`src/hw/rtl/sliding_window_percentile_assert.svh`:
```
// Assertion macros shared by the sliding window percentile RTL.
`ifndef SLIDING_WINDOW_PERCENTILE_ASSERT_SVH
`define SLIDING_WINDOW_PERCENTILE_ASSERT_SVH

// Same-cycle implication, sampled on clk, off while rst_n is low.
`define SWP_ASSERT_IMP(lbl, ante, cons, msg) \
  lbl: assert property (@(posedge clk) disable iff (!rst_n) (ante) |-> (cons)) \
    else $error(msg);

// Next-cycle implication, sampled on clk, off while rst_n is low.
`define SWP_ASSERT_NXT(lbl, ante, cons, msg) \
  lbl: assert property (@(posedge clk) disable iff (!rst_n) (ante) |=> (cons)) \
    else $error(msg);

`endif

```
`src/hw/rtl/swp_pkg.sv`:
```
// Package: types and codes of the sliding window percentile block.
package swp_pkg;

  localparam int CfgRegs = 2;
  localparam int CfgWidth = 7;

  localparam logic REG_WINDOW_LENGTH = 1'b0;
  localparam logic REG_RANK_COUNT = 1'b1;

  localparam logic CMD_PUSH = 1'b0;
  localparam logic CMD_CLEAR = 1'b1;

  localparam logic [CfgWidth-1:0] WINDOW_RESET = 7'd64;
  localparam logic [CfgWidth-1:0] RANK_RESET = 7'd1;

  typedef enum logic [2:0] {
    S_IDLE,
    S_START,
    S_SCAN,
    S_TAIL,
    S_EVAL,
    S_OUT
  } state_t;

  // Sequencer to rank unit.
  typedef struct packed {
    logic job_start;
    logic pass_clr;
    logic elem_vld;
    logic pass_next;
  } rank_ctl_t;

  // Rank unit to sequencer.
  typedef struct packed {
    logic found;
  } rank_stat_t;

endpackage

```
`src/hw/rtl/sliding_window_percentile.sv`:
```
// Top level: sliding window rank-th largest sample selector.
// A request whose window holds fewer samples than the rank skips the scan;
//   otherwise the rank unit runs passes over the samples held.
// Each pass scans the ring once through its single read port; the number of passes
//   is the number of distinct values from the maximum down to the reported one (1..rank).
// One request at a time; the next is taken once the result sits in the output
//   register. Synchronous active-low reset empties the window; the ring itself
//   holds no reset and entries are only read after being written.
`include "sliding_window_percentile_assert.svh"
module sliding_window_percentile import swp_pkg::*; #(
  parameter int MAX_WINDOW = 64,
  parameter int SAMPLE_BITS = 32
) (
  input  logic                clk,
  input  logic                rst_n,
  input  logic                in_tvalid,
  output logic                in_tready,
  input  logic [31:0]         in_tdata,   // [31:0] sample
  input  logic                in_tuser,   // [0] command
  output logic                out_tvalid,
  input  logic                out_tready,
  output logic [39:0]         out_tdata,  // [31:0] rank_value, [38:32] fill_level, [39] zero
  output logic                out_tuser,  // [0] rank_valid
  input  logic                cfg_we,
  input  logic                cfg_index,
  input  logic [CfgWidth-1:0] cfg_wdata
);

  localparam int PW = $clog2(MAX_WINDOW);
  localparam int CW = $clog2(MAX_WINDOW + 1);
  localparam int MW = (CW > CfgWidth) ? CW : CfgWidth;

  // Configuration registers.
  logic [CfgWidth-1:0] window_r;
  logic [CfgWidth-1:0] rank_r;

  always_ff @(posedge clk) begin
    if (!rst_n) begin
      window_r <= WINDOW_RESET;
      rank_r <= RANK_RESET;
    end else if (cfg_we) begin
      case (cfg_index)
        REG_WINDOW_LENGTH: window_r <= cfg_wdata;
        REG_RANK_COUNT:    rank_r <= cfg_wdata;
        default:           ;
      endcase
    end
  end

  // Zero means one for both; window saturates at the ring depth.
  logic [CfgWidth-1:0] rank_eff;
  logic [CW-1:0]       window_eff;

  assign rank_eff = (rank_r == '0) ? CfgWidth'(1) : rank_r;

  always_comb begin
    if (window_r == '0) begin
      window_eff = CW'(1);
    end else if (MW'(window_r) > MW'(MAX_WINDOW)) begin
      window_eff = CW'(MAX_WINDOW);
    end else begin
      window_eff = CW'(window_r);
    end
  end

  // Window bookkeeping.
  state_t   state_r, state_nxt;
  logic     in_fire;
  logic     is_push;
  logic [PW-1:0] wslot_r, wslot_nxt;
  logic [CW-1:0] held_r, held_nxt;
  logic [CW-1:0] held_inc;
  logic          enough_r;

  assign in_tready = (state_r == S_IDLE);
  assign in_fire = in_tvalid && in_tready;
  assign is_push = (in_tuser == CMD_PUSH);

  always_comb begin
    wslot_nxt = wslot_r;
    held_nxt = held_r;
    held_inc = (held_r == CW'(MAX_WINDOW)) ? held_r : held_r + CW'(1);
    if (in_fire) begin
      if (is_push) begin
        wslot_nxt = (wslot_r == PW'(MAX_WINDOW - 1)) ? '0 : wslot_r + PW'(1);
        // Drop every sample beyond the window at once, even after a shrink.
        held_nxt = (held_inc > window_eff) ? window_eff : held_inc;
      end else begin
        held_nxt = '0;
      end
    end
  end

  always_ff @(posedge clk) begin
    if (!rst_n) begin
      wslot_r <= '0;
      held_r <= '0;
      enough_r <= 1'b0;
    end else begin
      wslot_r <= wslot_nxt;
      held_r <= held_nxt;
      if (in_fire) begin
        enough_r <= MW'(held_nxt) >= MW'(rank_eff);
      end
    end
  end

  // Scan pointers: walk backward from the newest held sample.
  logic [PW-1:0] rd_ptr_r;
  logic [CW-1:0] rd_idx_r;
  logic          rd_vld_r;
  logic          last_rd;

  assign last_rd = (rd_idx_r == held_r - CW'(1));

  always_ff @(posedge clk) begin
    if (state_r == S_START) begin
      rd_ptr_r <= (wslot_r == '0) ? PW'(MAX_WINDOW - 1) : wslot_r - PW'(1);
      rd_idx_r <= '0;
    end else if (state_r == S_SCAN) begin
      rd_ptr_r <= (rd_ptr_r == '0) ? PW'(MAX_WINDOW - 1) : rd_ptr_r - PW'(1);
      rd_idx_r <= rd_idx_r + CW'(1);
    end
  end

  always_ff @(posedge clk) begin
    if (!rst_n) begin
      rd_vld_r <= 1'b0;
    end else begin
      rd_vld_r <= (state_r == S_SCAN);
    end
  end

  // Ring memory.
  logic [SAMPLE_BITS-1:0] rd_data;

  swp_ring #(
    .DEPTH (MAX_WINDOW),
    .WIDTH (SAMPLE_BITS)
  ) u_ring (
    .clk   (clk),
    .we    (in_fire && is_push),
    .waddr (wslot_r),
    .wdata (SAMPLE_BITS'(in_tdata)),
    .raddr (rd_ptr_r),
    .rdata (rd_data)
  );

  // Shared compare unit.
  rank_ctl_t              ctl;
  rank_stat_t             stat;
  logic [SAMPLE_BITS-1:0] best;

  swp_rank_unit #(
    .MAX_WINDOW  (MAX_WINDOW),
    .SAMPLE_BITS (SAMPLE_BITS)
  ) u_rank (
    .clk   (clk),
    .rst_n (rst_n),
    .ctl   (ctl),
    .elem  (rd_data),
    .rank  (rank_eff),
    .best  (best),
    .stat  (stat)
  );

  // Output register; frees the sequencer as soon as the result is loaded.
  logic        out_load;
  logic        out_tvalid_r;
  logic [31:0] out_value_r;
  logic        out_ok_r;
  logic [6:0]  out_fill_r;

  assign out_load = (state_r == S_OUT) && (!out_tvalid_r || out_tready);

  // Next state.
  always_comb begin
    state_nxt = state_r;
    case (state_r)
      S_IDLE: begin
        if (in_fire) begin
          state_nxt = (MW'(held_nxt) >= MW'(rank_eff)) ? S_START : S_OUT;
        end
      end
      S_START: state_nxt = S_SCAN;
      S_SCAN: begin
        if (last_rd) begin
          state_nxt = S_TAIL;
        end
      end
      S_TAIL: state_nxt = S_EVAL;
      S_EVAL: state_nxt = stat.found ? S_OUT : S_START;
      S_OUT: begin
        if (out_load) begin
          state_nxt = S_IDLE;
        end
      end
      default: state_nxt = S_IDLE;
    endcase
  end

  // Sequencer outputs to the compare unit.
  always_comb begin
    ctl.job_start = in_fire;
    ctl.pass_clr = (state_r == S_START);
    ctl.elem_vld = rd_vld_r;
    ctl.pass_next = (state_r == S_EVAL) && !stat.found;
  end

  always_ff @(posedge clk) begin
    if (!rst_n) begin
      state_r <= S_IDLE;
    end else begin
      state_r <= state_nxt;
    end
  end

  always_ff @(posedge clk) begin
    if (!rst_n) begin
      out_tvalid_r <= 1'b0;
    end else if (out_load) begin
      out_tvalid_r <= 1'b1;
    end else if (out_tready) begin
      out_tvalid_r <= 1'b0;
    end
  end

  always_ff @(posedge clk) begin
    if (out_load) begin
      out_value_r <= enough_r ? 32'(best) : '0;
      out_ok_r <= enough_r;
      out_fill_r <= 7'(held_r);
    end
  end

  assign out_tvalid = out_tvalid_r;
  assign out_tdata = {1'b0, out_fill_r, out_value_r};
  assign out_tuser = out_ok_r;

  `SWP_ASSERT_NXT(a_clear_empties, in_fire && (in_tuser == CMD_CLEAR), held_r == '0, "clear left samples held")
  `SWP_ASSERT_IMP(a_held_bound, 1'b1, held_r <= CW'(MAX_WINDOW), "held count beyond ring depth")
  `SWP_ASSERT_IMP(a_scan_in_range, state_r == S_SCAN, rd_idx_r < held_r, "scan beyond held samples")

endmodule

```
`src/hw/rtl/swp_ring.sv`:
```
// Sample ring memory: one write port, one registered read port.
module swp_ring import swp_pkg::*; #(
  parameter int DEPTH = 64,
  parameter int WIDTH = 32
) (
  input  logic                     clk,
  input  logic                     we,
  input  logic [$clog2(DEPTH)-1:0] waddr,
  input  logic [WIDTH-1:0]         wdata,
  input  logic [$clog2(DEPTH)-1:0] raddr,
  output logic [WIDTH-1:0]         rdata
);

  logic [WIDTH-1:0] mem [DEPTH];
  logic [WIDTH-1:0] rdata_r;

  always_ff @(posedge clk) begin
    if (we) begin
      mem[waddr] <= wdata;
    end
  end

  always_ff @(posedge clk) begin
    rdata_r <= mem[raddr];
  end

  assign rdata = rdata_r;

endmodule

```
`src/hw/rtl/swp_rank_unit.sv`:
```
// Rank unit: per pass, largest value below the bound (none on the first pass) and its multiplicity.
module swp_rank_unit import swp_pkg::*; #(
  parameter int MAX_WINDOW = 64,
  parameter int SAMPLE_BITS = 32
) (
  input  logic                             clk,
  input  logic                             rst_n,
  input  rank_ctl_t                        ctl,
  input  logic [SAMPLE_BITS-1:0]           elem,
  input  logic [CfgWidth-1:0]              rank,
  output logic [SAMPLE_BITS-1:0]           best,
  output rank_stat_t                       stat
);

  localparam int CW = $clog2(MAX_WINDOW + 1);
  localparam int MW = (CW > CfgWidth) ? CW : CfgWidth;

  logic [SAMPLE_BITS-1:0] best_r, best_nxt;
  logic [SAMPLE_BITS-1:0] ub_r, ub_nxt;
  logic [CW-1:0]          cnt_r, cnt_nxt;
  logic [CW-1:0]          tot_r, tot_nxt;
  logic                   first_r, first_nxt;
  logic                   have_r, have_nxt;
  logic                   eligible;
  logic [CW-1:0]          sum;

  assign eligible = first_r || (elem < ub_r);
  assign sum = tot_r + cnt_r;

  always_comb begin
    best_nxt = best_r;
    ub_nxt = ub_r;
    cnt_nxt = cnt_r;
    tot_nxt = tot_r;
    first_nxt = first_r;
    have_nxt = have_r;
    if (ctl.job_start) begin
      first_nxt = 1'b1;
      tot_nxt = '0;
    end
    if (ctl.pass_clr) begin
      have_nxt = 1'b0;
      cnt_nxt = '0;
    end
    if (ctl.elem_vld && eligible) begin
      if (!have_r || (elem > best_r)) begin
        best_nxt = elem;
        cnt_nxt = CW'(1);
        have_nxt = 1'b1;
      end else if (elem == best_r) begin
        cnt_nxt = cnt_r + CW'(1);
      end
    end
    // Step the bound below the current value for the next pass.
    if (ctl.pass_next) begin
      ub_nxt = best_r;
      tot_nxt = sum;
      first_nxt = 1'b0;
    end
  end

  always_ff @(posedge clk) begin
    if (!rst_n) begin
      first_r <= 1'b1;
      have_r <= 1'b0;
      cnt_r <= '0;
      tot_r <= '0;
    end else begin
      first_r <= first_nxt;
      have_r <= have_nxt;
      cnt_r <= cnt_nxt;
      tot_r <= tot_nxt;
    end
  end

  always_ff @(posedge clk) begin
    best_r <= best_nxt;
    ub_r <= ub_nxt;
  end

  assign best = best_r;
  assign stat.found = MW'(sum) >= MW'(rank);

endmodule

```
`config.mk`:
```
export PLATFORM = sky130hd
export DESIGN_NAME = sliding_window_percentile
export DESIGN_NICKNAME = d
export VERILOG_FILES = /design/src/hw/rtl/swp_pkg.sv /design/src/hw/rtl/sliding_window_percentile.sv /design/src/hw/rtl/swp_ring.sv /design/src/hw/rtl/swp_rank_unit.sv
export VERILOG_INCLUDE_DIRS = /design/src /design/src/hw/rtl
export SDC_FILE = /design/constraint.sdc
export NUM_CORES = 2
export LEC_CHECK = 0
export BUFFER_PORTS_ARGS = -buffer_cell sky130_fd_sc_hd__buf_2
export CORE_ASPECT_RATIO = 1.5
export CORE_MARGIN = 2
export CORE_UTILIZATION = 53
export CTS_CLUSTER_DIAMETER = 200
export CTS_CLUSTER_SIZE = 10
export DETAILED_ROUTE_END_ITERATION = 16
export GPL_TIMING_DRIVEN = 0
export PLACE_DENSITY = 0.69
export SLEW_MARGIN = 20
export SYNTH_ARGS = -nofsm -noshare
export SYNTH_HDL_FRONTEND = slang
export SYNTH_SLANG_ARGS = --single-unit
```
`constraint.sdc`:
```
create_clock -name clk -period 5.35 [get_ports clk]
set_clock_uncertainty 0.2 [all_clocks]
set_input_delay 1.07 -clock clk [delete_from_list [all_inputs] [get_ports clk]]
set_output_delay 1.07 -clock clk [all_outputs]
set_load 0.02 [all_outputs]
```
==> impl_metrics.tcl <==
set metrics [dict create \
    status "complete, no violations" \
    dieArea_sq_um 167800 \
    slew_headroom_pct 17.64 \
    grt_use_total_pct 28.04 \
    crit_required_ns 5.74 \
    routed-via-count 42456 \
    clock_path_buffers 4 \
    dieWidth_um 335.1 \
    synth_compound_area_share_pct 1.151 \
    holdWs_ns 0.2352 \
    critPathLaunchType "register" \
    stdcell_count 6506 \
    rsz0062_at_grt "true" \
    setup_viol 0 \
    wl_per_cell_um 35.74 \
    yosys.area_share.simple_pct 1.834 \
    muxShareOfSynthArea_pct 17.52 \
    vdd_drop_max_v 0.0002674 \
    synthAdderAreaFrac_pct 1.444 \
    slew_viol_final 0 \
    initial_utilization_pct 53.24 \
    syn_area_sq_um 87170 \
    synth-edff-count 2158 \
    tightest_slew_ns 1.235 \
    synth_top_family_by_area "multiplexers" \
    io_buffers 85 \
    ys_types 60 \
    critical_path.endpoint "u_ring.mem[29][6]" \
    drt_first_pass_iters 8 \
    rr_worst_depth 9 \
    ys.flop_type "edfxtp_1" \
    layout_commonest_cell "edfxtp_1" \
    gp_congestion 0.8948 \
    rows 182 \
    dp.cells 6123 \
    synth_area_per_cell_sq_um 22.77 \
    yosysWarnings 0 \
    grt_max_degree 65 \
    hp-class "reg2reg" \
    cpMaxStageDelayCell "nand3_1" \
    core_area_sq_um 163700 \
    crit_type "reg2reg" \
    cts-buffers-inserted 274 \
    pin_count 89 \
    arrival_ns 5.73 \
    chipHeight_um 500.7 \
    cts_root_buf "clkbuf_16" \
    ys_ff_latch 2246 \
    cts_sinks 2246 \
    hold_buffers 0 \
    endpoint_kind "register" \
    reg2reg_to "u_ring.mem[29][6]" \
    cts_setup_buffers 0 \
    synthArstFlopShare_pct 0 \
    path_clk_slew_ns 0.05 \
    crit_start "state_r[2]" \
    crit_chain "clkbuf_1, nor3_1, nand2_1, nor2_1, clkbuf_1, nand3_1, nor2_4, buf_16, buf_16" \
    cpPeakStageDelay_ns 0.96 \
    nets 4437 \
    maxCapViolCount 0 \
    drc 0 \
    routed_wirelength_um 232500 \
    cts_resized 0 \
    antenna_found_initial 27 \
    finalCritPeriodShare_pct 99.72 \
    final_antenna_net_count 0 \
    grt_pass1_wl_um 324900 \
    fmax_mhz 187.4 \
    syn_nets 3974 \
    r2r_start "state_r[2]" \
    hpwlAfterDp_um 151900 \
    hold_violations 0 \
    seq_area_frac_synth_pct 76.36 \
    power_density_nw_per_um2 509.3 \
    first_iter_violations 5043 \
    first_global_vias 43797 \
    r2r_slack_ns 0.02 \
    h-tree-depth 5 \
    vias_per_cell 6.526 \
    drive_above_1_share_pct 29.70 \
    leakagePower_nw 32.24 \
    grt.overflow.total 0 \
    fin_crit_ns 5.335 \
    syn_to_final_growth_pct 15.48 \
    final_cell_mix "edfxtp_1 (2,158), mux4_2 (672), clkbuf_16 (280)" \
    insertion_delay_ns 0.88 \
    crit_fanout 12 \
    synth_xor_area_share_pct 0.4019 \
    synth_cells 3828 \
    cts_tree "yes" \
]
## worst min-delay path by stage
stage                             from             to  slack [ns]  cells after the start
after floorplan              held_r[2]  out_fill_r[2]        0.21                      0
after global placement       held_r[2]  out_fill_r[2]        0.21                      0
after detailed placement     held_r[3]  out_fill_r[3]        0.21                      0
after CTS                 cfg_wdata[0]    window_r[0]        0.21                      3
after global routing      cfg_wdata[0]    window_r[0]        0.23                      3
final                        held_r[3]  out_fill_r[3]        0.24                      0
## registers in the layout, indices dropped and copies added (netlist names), 32 cells and up
| signal | flops |
|---|---|
| u_rank.ub_r | 32 |
| u_ring.mem | 2048 |
| out_value_r | 32 |
| u_ring.rdata | 32 |
| u_rank.best | 32 |
## Yosys cell counts, types with 4 or more instances
master | count | area share, %
a21oi_1 | 57 | 0.33
mux2i_1 | 14 | 0.16
buf_4 | 5 | 0.043
nor2b_1 | 7 | 0.050
and2_1 | 48 | 0.34
inv_1 | 88 | 0.38
nand2b_1 | 7 | 0.050
a221oi_1 | 4 | 0.040
o21a_1 | 7 | 0.060
a21o_1 | 15 | 0.13
o21ai_0 | 14 | 0.080
nor2_1 | 113 | 0.49
or2_2 | 4 | 0.029
buf_1 | 43 | 0.19
a22oi_1 | 6 | 0.052
xnor2_1 | 23 | 0.23
buf_2 | 33 | 0.19
ha_1 | 99 | 1.4
nand4_1 | 16 | 0.11
nand3_1 | 32 | 0.18
and3_1 | 12 | 0.086
nand3b_1 | 4 | 0.034
o211ai_1 | 15 | 0.13
nand2_1 | 54 | 0.23
clkbuf_1 | 103 | 0.44
nor3_1 | 12 | 0.069
edfxtp_1 | 2158 | 74
xor2_1 | 17 | 0.17
mux4_2 | 672 | 17
dfxtp_1 | 88 | 2.0
o31ai_1 | 5 | 0.043
## critical path: cells and delay by family (launching register included)
family / cells / cell delay [ns]
buf+inv: 4 / 1.32
flops: 1 / 0.30
simple gates: 5 / 3.19
## power by group
group,leakage [nW],switching (mW),total [mW],internal [mW]
sequential,20.1,0.249,20.0,19.8
clock,3.59,6.56,16.0,9.42
combinational,8.52,8.99,15.3,6.29
## logic make-up (layout without fill, tap and decap cells)
group,Yosys count,count (layout)
AOI/OAI and AO/OA,153,153
xor gates and xnor gates,40,40
adders and majority gates,100,100
buffers and inverters,276,812
DFF,2246,2246
muxes,686,686
other,1,27
and+or+nand+nor,326,326
## through the flow
| stage | setup slack [ns] | power [mW] | utilization (%) | TNS [ns] | instance area, sq um |
|---|---|---|---|---|---|
| after floorplan | 0.6000 | 29.16 | - | 0 | 87170 |
| after global placement | -1.874 | 35.26 | 55.12 | -2463.49 | 90250 |
| after detailed placement | 0.02370 | 35.51 | 56.85 | 0 | 93080 |
| after CTS | 0.1100 | 51.38 | 61.35 | 0 | 100500 |
| after global routing | -0.03792 | 52.41 | 61.46 | -0.5062 | 100600 |
| final | 0.01522 | 51.27 | 61.49 | 0 | 100700 |
## layer usage
layer	global-route usage [%]	vias to the layer above	routed length, um
met5	0	-	86
met4	17.05	14	16130
met3	6.408	584	19630
met2	48.05	2346	120400
met1	32.10	22504	76240
li1	-	17008	-
## area by class of cell
cell class                 count  area (sq um)
antenna                       26         65.06
buffer                       187         819.5
clock buffer                 339          7228
clock inverter                10         145.1
fill                       10733         63060
inverter                      89         334.1
multi-input combinational   1306         19990
sequential                  2246         66560
tap                         2116          2648
timing repair buffer         187          2874
(Power assumes the default switching activity.)
